`config.mk`:
```
export PLATFORM = sky130hd
export DESIGN_NAME = ssft_cell
export DESIGN_NICKNAME = d
export VERILOG_FILES = /design/src/rtl/ssft_pkg.sv /design/src/rtl/ssft_cell.sv
export SDC_FILE = /design/constraint.sdc
export NUM_CORES = 2
export LEC_CHECK = 0
export BUFFER_PORTS_ARGS = -buffer_cell sky130_fd_sc_hd__buf_4
export CAP_MARGIN = 20
export CORE_MARGIN = 2
export CORE_UTILIZATION = 57
export DETAILED_ROUTE_END_ITERATION = 10
export GPL_ROUTABILITY_DRIVEN = 0
export PLACE_DENSITY = 0.8
export REMOVE_ABC_BUFFERS = 1
export SLEW_MARGIN = 40
export SYNTH_ARGS = -nofsm -noshare
export SYNTH_HDL_FRONTEND = slang
export SYNTH_SLANG_ARGS = --single-unit
```
`constraint.sdc`:
```
create_clock -name clk -period 7.9 [get_ports clk]
set_input_delay 1.185 -clock clk [delete_from_list [all_inputs] [get_ports clk]]
set_output_delay 1.185 -clock clk [all_outputs]
set_load 0.005 [all_outputs]
```
`src/rtl/ssft_pkg.sv`:
```
// shared types and register indexes for the source scan flow tracker
// no dependencies

package ssft_pkg;

  localparam logic [1:0] REG_BLACK_THRESHOLD = 2'd0;
  localparam logic [1:0] REG_FLUSH_INTERVAL  = 2'd1;
  localparam logic [1:0] REG_FIRST_FLUSH     = 2'd2;

  typedef struct packed {
    logic [31:0] src;
    logic [31:0] dst;
    logic [39:0] ppp;
  } pkt_t;

  typedef struct packed {
    logic flush;
    logic look;
    logic upd;
    logic known;
  } ctl_t;

  typedef struct packed {
    logic        black;
    logic        repeat_hit;
    logic [4:0]  single_flows;
    logic [15:0] run;
  } res_t;

endpackage

```
`src/rtl/ssft_cell.sv`:
```
// one source entry: address, lru rank, counters and its single-packet flow list
// depends on ssft_pkg

module ssft_cell #(
  parameter int SOURCES = 128,
  parameter int FLOWS   = 16,
  parameter int INDEX   = 0
) (
  input  logic                       clk,
  input  logic                       rst,
  input  ssft_pkg::pkt_t             pkt,
  input  ssft_pkg::ctl_t             ctl,
  input  logic [$clog2(SOURCES)-1:0] target,
  input  logic [$clog2(SOURCES)-1:0] front_rank,
  input  logic [4:0]                 thr,
  output logic                       hit,
  output logic                       sel_now,
  output logic [$clog2(SOURCES)-1:0] rank,
  output ssft_pkg::res_t             res
);
  import ssft_pkg::*;

  localparam int RW = $clog2(SOURCES);
  localparam int PW = $clog2(FLOWS);
  localparam int CW = $clog2(FLOWS + 1);

  logic          valid;
  logic [31:0]   addr;
  logic          black;
  logic [CW-1:0] cnt;
  logic [15:0]   run;
  logic          rep;
  logic          sel;
  logic          fv  [FLOWS];
  logic [31:0]   fd  [FLOWS];
  logic [39:0]   fp  [FLOWS];
  logic [PW-1:0] pos [FLOWS];

  logic          m;
  logic [PW-1:0] mi;
  logic [PW-1:0] wpos;
  logic [PW-1:0] w;
  logic          full;
  logic [PW-1:0] mv;
  logic          do_move;
  logic [PW-1:0] p_mv;
  logic [CW-1:0] cnt_next;
  logic [15:0]   run_next;
  logic          black_next;

  assign hit     = valid && (addr == pkt.src);
  assign sel_now = hit || (!ctl.known && (rank == target));
  assign full    = (cnt == CW'(FLOWS));

  always_comb begin
    m  = 1'b0;
    mi = '0;
    for (int k = 0; k < FLOWS; k++) begin
      if (fv[k] && fd[k] == pkt.dst && fp[k] == pkt.ppp) begin
        m  = 1'b1;
        mi = PW'(k);
      end
    end
  end

  always_comb begin
    wpos = (ctl.known && !m && !full) ? PW'(cnt) : '0;
    w    = '0;
    for (int k = FLOWS - 1; k >= 0; k--) begin
      if (pos[k] == wpos) w = PW'(k);
    end
  end

  assign mv      = m ? mi : w;
  assign do_move = ctl.known && (m || full);
  assign p_mv    = pos[mv];

  always_comb begin
    if (!ctl.known) begin
      cnt_next = CW'(1);
      run_next = 16'd1;
    end else if (m) begin
      cnt_next = (cnt != '0) ? cnt - CW'(1) : cnt;
      run_next = '0;
    end else begin
      cnt_next = full ? cnt : cnt + CW'(1);
      run_next = (run != 16'hFFFF) ? run + 16'd1 : run;
    end
    black_next = (ctl.known && black) || (8'(cnt_next) >= 8'(thr));
  end

  always_ff @(posedge clk) begin
    if (rst) begin
      valid <= 1'b0;
      rank  <= RW'(INDEX);
      sel   <= 1'b0;
      for (int k = 0; k < FLOWS; k++) pos[k] <= PW'(k);
    end else begin
      if (ctl.flush) valid <= 1'b0;
      if (ctl.look) sel <= sel_now;
      if (ctl.upd) begin
        if (sel) begin
          rank <= '0;
        end else if (rank < front_rank) begin
          rank <= rank + RW'(1);
        end
        if (sel) begin
          black <= black_next;
          cnt   <= cnt_next;
          run   <= run_next;
          rep   <= ctl.known && m;
          if (!ctl.known) begin
            valid <= 1'b1;
            addr  <= pkt.src;
          end
          for (int k = 0; k < FLOWS; k++) begin
            if (!ctl.known) begin
              fv[k] <= (PW'(k) == w);
            end else if (m && PW'(k) == mi) begin
              fv[k] <= 1'b0;
            end else if (!m && PW'(k) == w) begin
              fv[k] <= 1'b1;
            end
            if ((!ctl.known || !m) && PW'(k) == w) begin
              fd[k] <= pkt.dst;
              fp[k] <= pkt.ppp;
            end
            if (do_move) begin
              if (PW'(k) == mv) begin
                pos[k] <= PW'(FLOWS - 1);
              end else if (pos[k] > p_mv) begin
                pos[k] <= pos[k] - PW'(1);
              end
            end
          end
        end
      end
    end
  end

  always_comb begin
    res = '0;
    if (sel) begin
      res.black        = black;
      res.repeat_hit   = rep;
      res.single_flows = 5'(cnt);
      res.run          = run;
    end
  end

endmodule

```
Yosys cells after proc, flatten, opt, wreduce, memory -nomap -nowiden
Memories as Yosys holds them, arrays and structs flattened.
Cells that the tools add are included.
Operators by class
  magnitude comparators: 18
  multiplexer cells: 719
  equality and inequality tests: 98
  bitwise gates (word level): 66
  reductions and logical operators: 134
  add/sub/neg operators: 20
Operator list (number)
  40-bit == test: 16
  40-bit 2-to-1 mux: 15
  40-bit OR reduction: 15
  1-bit 2-to-1 mux: 587
  32-bit == test: 17
  32-bit 2-to-1 mux: 15
  32-bit OR reduction: 15
  4-bit 2-to-1 mux: 94
  4-bit == test (first input constant): 24
  1-bit logical AND: 87
  4-bit == test: 16
  4-bit greater-than comparator: 16
  1-bit bitwise OR: 64
  4-bit by 1-bit subtractor with 4-bit output (second input constant): 16
  3-bit by 4-bit == test with 1-bit output (first input constant): 12
  2-bit by 4-bit == test with 1-bit output (first input constant): 6
  23-bit 2-to-1 mux: 1
  5-bit 2-to-1 mux: 4
  16-bit by 1-bit adder with 16-bit output (second input constant): 1
  16-bit 2-to-1 mux: 1
  16-bit inequality test (second input constant): 1
  7-bit 2-to-1 mux: 2
  1-bit by 4-bit == test with 1-bit output (first input constant): 3
  4-bit zero test: 3
  17 further kinds: 24
Storage, ports and cells
  RAM bits: 1232
  input bits: 129
  flip-flop bits (word level): 64
  memories: 4
  output and inout port bits: 32
  word-level logic and storage cells: 1068
Memory list
  fp: words 16, bits a word 40, rd ports 16, clocked after memory_dff 0, wr ports 1, RTL line ssft_cell.sv:36  | logic [39:0] fp [FLOWS];
  fd: words 16, bits a word 32, rd ports 16, clocked after memory_dff 0, wr ports 1, RTL line ssft_cell.sv:35  | logic [31:0] fd [FLOWS];
  pos: words 16, bits a word 4, rd ports 17, clocked after memory_dff 0, wr ports 16, RTL line ssft_cell.sv:37  | logic [PW-1:0] pos [FLOWS];
  fv: words 16, bits a word 1, rd ports 16, clocked after memory_dff 0, wr ports 16, RTL line ssft_cell.sv:34  | logic fv [FLOWS];

Depth between registers and ports, before layout
An unclocked memory read counts as a cell.
  depth in word-level cells: 64
  mapped depth: 35
  depth with buffers taken out: 27

Worst setup path after synthesis
No wires, ideal clock.
  path type: input to register
  start: in pkt[43] (netlist name)
  end: mem fd[2][0] (netlist: fd[0][64]), enable pin
  arrival: 8.065 ns
  setup slack: -0.668 ns
  path buffers: 6
  stages on the path: 21
  cell sequence: clkbuf_1 > buf_2 > xnor2_1 > nand4_1 > nor4_1 > nand3_1 > nor4_1 > nor4bb_1 > and4_1 > clkbuf_1 > buf_2 > buf_2 > nand3_1 > a22o_1 > o221ai_1 > a311oi_1 > nand2b_1 > clkbuf_1 > nand2_1 > or3_1 > nor2_1
On the way
  word-level cells in the longest chain between the ends: 63
  elaborated cells on any way between the ends: 258
  classes of those cells: eq/ne (47); mux (143); reduce/logical (68)
Ends and longest elaborated chain
  start: declaration: RTL line ssft_cell.sv:11  | input ssft_pkg::pkt_t pkt,
  32-bit == test: RTL line ssft_cell.sv:59  | if (fv[k] && fd[k] == pkt.dst && fp[k] == pkt.ppp) begin
  1-bit logical AND (2 in a row): RTL line ssft_cell.sv:59
  1-bit 2-to-1 mux (15 in a row): RTL line ssft_cell.sv:59
  1-bit 2-to-1 mux *: RTL line ssft_cell.sv:59
  1-bit zero test *: RTL line ssft_cell.sv:67, ssft_cell.sv:124
  1-bit logical AND (2 in a row): RTL line ssft_cell.sv:67  | wpos = (ctl.known && !m && !full) ? PW'(cnt) : '0;
  4-bit 2-to-1 mux: RTL line ssft_cell.sv:67
  4-bit == test: RTL line ssft_cell.sv:70  | if (pos[k] == wpos) w = PW'(k);
  [... 17 more ...]
  1-bit logical AND: RTL line ssft_cell.sv:124  | if ((!ctl.known || !m) && PW'(k) == w) begin
  1-bit 2-to-1 mux: RTL line ssft_cell.sv:124
  1-bit 2-to-1 mux: RTL line ssft_cell.sv:107  | if (sel) begin
  1-bit 2-to-1 mux: RTL line ssft_cell.sv:101  | if (ctl.upd) begin
  1-bit 2-to-1 mux: RTL line ssft_cell.sv:93  | if (rst) begin
  1-bit 2-to-1 mux (implied by the code): RTL line ssft_cell.sv:125  | fd[k] <= pkt.dst;
  32-bit OR reduction (no line)
  4-bit 2-to-1 mux (no line) or 1-bit 2-to-1 mux (tied branches) (15 in a row)
  end: declaration: RTL line ssft_cell.sv:35
Every way passes the cells marked *; elsewhere a longest branch is shown, timed or not.

==> out/qor.json <==
{
  "globalRouteTotalUtil_pct": 39.3,
  "cp_startpoint_kind": "primary input",
  "slew_headroom_pct": 30.7,
  "number_of_buffers_on_the_longest_clock_path": 3,
  "max_clock_freq_mhz": 126,
  "critPathArrivalTime_ns": 8.41,
  "setup_slack_ns": -0.0165,
  "setup.worst_path.start": "pkt[14]",
  "share_seq_of_total_power_pct": 48.8,
  "clk_root_buffer_cell": "clkbuf_16",
  "synthCells": 4372,
  "first_pass_iters": 11,
  "ant_nets": 0,
  "syn-mean-instance-area_um2": 13.8,
  "post-route-min-period_ns": 7.92,
  "timing_worst_setup_path_type": "primary input to register",
  "pin_count_of_the_biggest_net_entering_global_routing": 73,
  "violations": "design-rule violations, negative setup slack",
  "cts.clk_slew.worst_paths_ns": 0.06,
  "p_sw_uw": 3740,
  "sequential_element_share_of_the_synthesized_area_pct": 64.2,
  "grt_pass1_vias": 44100,
  "reg2regPathDepth": 30,
  "fraction_of_power_consumed_by_combinational_cells_pct": 10.2,
  "cts-hold-fix-buffers": 0,
  "worstSkewPairLatency_ns": 0.78,
  "initial_utilization_pct": 57.4,
  "status": "finished, violations left",
  "holdCritPathClass": "register to register",
  "setup_violations_final": 3,
  "async_flop_share_pct": 0,
  "area_added_between_synthesis_and_finish_pct": 23.2,
  "total_of_max_cap_violations": 0,
  "crit_required_ns": 8.39,
  "place.detailed.instances": 6518,
  "final_cells": 6778,
  "floorplan.io_pins": 161,
  "worstPathMaxFanout": 16,
  "post_route_cells_drive_above_1_share_pct": 23.2,
  "antenna_found_initial": 15,
  "powerDensity_nw_per_um2": 209,
  "via_count": 45300,
  "fin_skew_ns": 0.0417,
  "synth_top_area_share_pct": 63.9,
  "mean_number_of_vias_per_cell": 6.68,
  "port-buffer-count": 160,
  "post_dr_wirelength_cell_um": 31.7,
  "worst_path_largest_cell_delay_ns": 0.70,
  "die_height_um": 330,
  "cell_accounting_for_the_most_synthesized_area": "edfxtp_1",
  "placement.setup.worst_slack_ns": -1.04,
  "static-leakage-power_uw": 0.0262,
  "rr_endpoint": "pos[15][0]$_SDFFCE_PP1P_",
  "timing_max_transition_violations_final": 0,
  "design.final.nets": 5494,
  "placement_rows": 119,
  "synth.top_cells.by_area": "edfxtp_1, xnor2_1, xor2_1",
  "max_slew.worst_pin.slew_ns": 1.03,
  "power.switching_fraction_pct": 24.1,
  "clock_sink_count": 1296,
  "power.internal_uw": 11800,
  "route.detailed.drc": 1,
  "synth.lib_cells_used.distinct": 84,
  "whs_endpoint": "valid$_SDFF_PP0_",
  "cts_buf_count": 135,
  "dpl.hpwl_um": 150000,
  "timing.hold.worst.start": "valid$_SDFF_PP0_",
  "timing.critical_path.mode_cell": "buf_4",
  "synth.cell_area_um2": 60500,
  "finalCoreUtilization_pct": 70.7,
  "timing.critical_path.to_type": "register",
  "grt_pass1_wl_um": 304000,
  "dr.first_iter.drc_count": 7983,
  "power.ir.vdd_worst_mv": 0.180,
  "final-hold-violation-count": 0,
  "floorplan.core_area_um2": 105000,
  "wirelength_um": 215000,
  "synth_most_common_cell": "edfxtp_1",
  "grt_overflow_total": 0,
  "synth_seq_cells": 1296,
  "cell_with_the_biggest_individual_delay_on_the_critical_path": "nor4_1",
  "die_area_um2": 109000,
  "hold_path_depth": 2,
  "clock_power_share_pct": 41.0,
  "totalPowerFinal_uw": 15600,
  "synth_enable_flop_cells": 1287,
  "finalCritPeriodShare_pct": 100,
  "r2r-start": "fd[0][221]$_DFFE_PP_",
  "reg2reg_setup_slack_ns": 0.23,
  "cts_tree": "built",
  "ctsHtreeMaxLevel": 4,
  "netlist_top_cells_count": "edfxtp_1, xnor2_1, xor2_1, nor4_1, nand4_1",
  "dieWidth_um": 330,
  "synth-warning-count": 0,
  "synth_ff_type": "edfxtp_1"
}
[layout by cell type (no fill, tap or decap), types with 27 or more instances in the layout]
cell          n
xnor2_1     596
nand4_1     169
a31oi_1      27
nor3_1       59
o21ai_0      51
edfxtp_1   1287
nand3_1      63
nand2_1     131
o2111ai_1    28
clkbuf_16   139
xor2_1      462
nand2b_1    124
ha_1         95
and2_1       29
o22ai_1      40
nor2_1      114
buf_12      100
nor4_1      168
buf_4       853
inv_1       144
nor2b_1      65
a21oi_1     104
clkbuf_1     31
[state kept, by name (all words and copies together), names as in the netlist]
name   cells
pos       64
valid      1
rep        1
cnt        5
sel        1
black      1
fd       512
addr      32
fv        16
run       16
fp       640
rank       7
[metal layers]
layer | global-route usage, % | up-vias | wire length, um
met3 | 15.0 | 1168 | 35000
met4 | 26.6 | 18 | 19000
met2 | 58.3 | 4275 | 91700
met1 | 48.0 | 21700 | 69100
li1 | - | 18100 | -
met5 | 0 | - | 106
[power groups by stage]
stage / clock [uW] / combinational [uW] / sequential [uW]
floorplan: 0 / 532 / 7740
global placement: 0 / 1430 / 7740
detailed placement: 0 / 1480 / 7750
CTS: 6350 / 1510 / 7600
global route: 6600 / 1630 / 7600
finish: 6370 / 1590 / 7600
[timing repair]
action / 4_1_cts / 5_1_grt
buffers inserted: 0 / 6
pin swaps: 2 / 16
resized for setup: 8 / 42
setup endpoints to repair: 96 / 128
gates cloned: 0 / 1
[logic make-up after synthesis]
group	synth area share, %
mux	0.437
flops	64.2
fa+ha+maj	1.97
simple gates	9.49
compound gates	5.96
xor+xnor	15.4
buf+inv	2.54
[layout make-up]
| class | instances | area, um2 |
|---|---|---|
| Antenna cell | 14 | 35.0 |
| Clock buffer | 171 | 3610 |
| Clock inverter | 69 | 696 |
| Fill cell | 6400 | 30800 |
| Inverter | 155 | 582 |
| Multi-Input combinational cell | 2720 | 20500 |
| Sequential cell | 1296 | 38800 |
| Tap cell | 1391 | 1740 |
| Timing Repair Buffer | 962 | 8510 |
[how the worst max path moves through the flow]
stage                                           to  slack, ns  cells past startpoint
final                     pos[15][0]$_SDFFCE_PP1P_      -0.02                     29
after CTS                 pos[15][0]$_SDFFCE_PP1P_       0.02                     30
after floorplan            pos[9][0]$_SDFFCE_PN1P_      -1.36                     26
after global routing       pos[6][1]$_SDFFCE_PN1P_     -0.005                     32
after detailed placement   pos[3][3]$_SDFFCE_PN0P_      -1.04                     32
after global placement    pos[15][0]$_SDFFCE_PP1P_      -0.89                     32
[worst max-delay path, delay by kind of cell]
| kind | cells | cell delay [ns] |
|---|---|---|
| AO/OA/AOI/OAI | 11 | 2.73 |
| AND/OR/NAND/NOR | 10 | 2.89 |
| multiplexers | 1 | 0.17 |
| XOR/XNOR | 1 | 0.13 |
| buffers and inverters | 5 | 0.99 |
| adder cells (fa/ha/maj) | 1 | 0.29 |
[per-stage QoR]
step / hold WS (ns) / cell area, um2 / setup TNS [ns]
final: 0.559 / 74500 / -0.0198
after detailed placement: 0.551 / 69800 / -107.37
after floorplan: 0.449 / 59500 / -1076.71
after CTS: 0.561 / 74100 / 0
after global routing: 0.564 / 74400 / -0.0197
after global placement: 0.532 / 69800 / -88.17
Power figures use the tool's default switching activity.
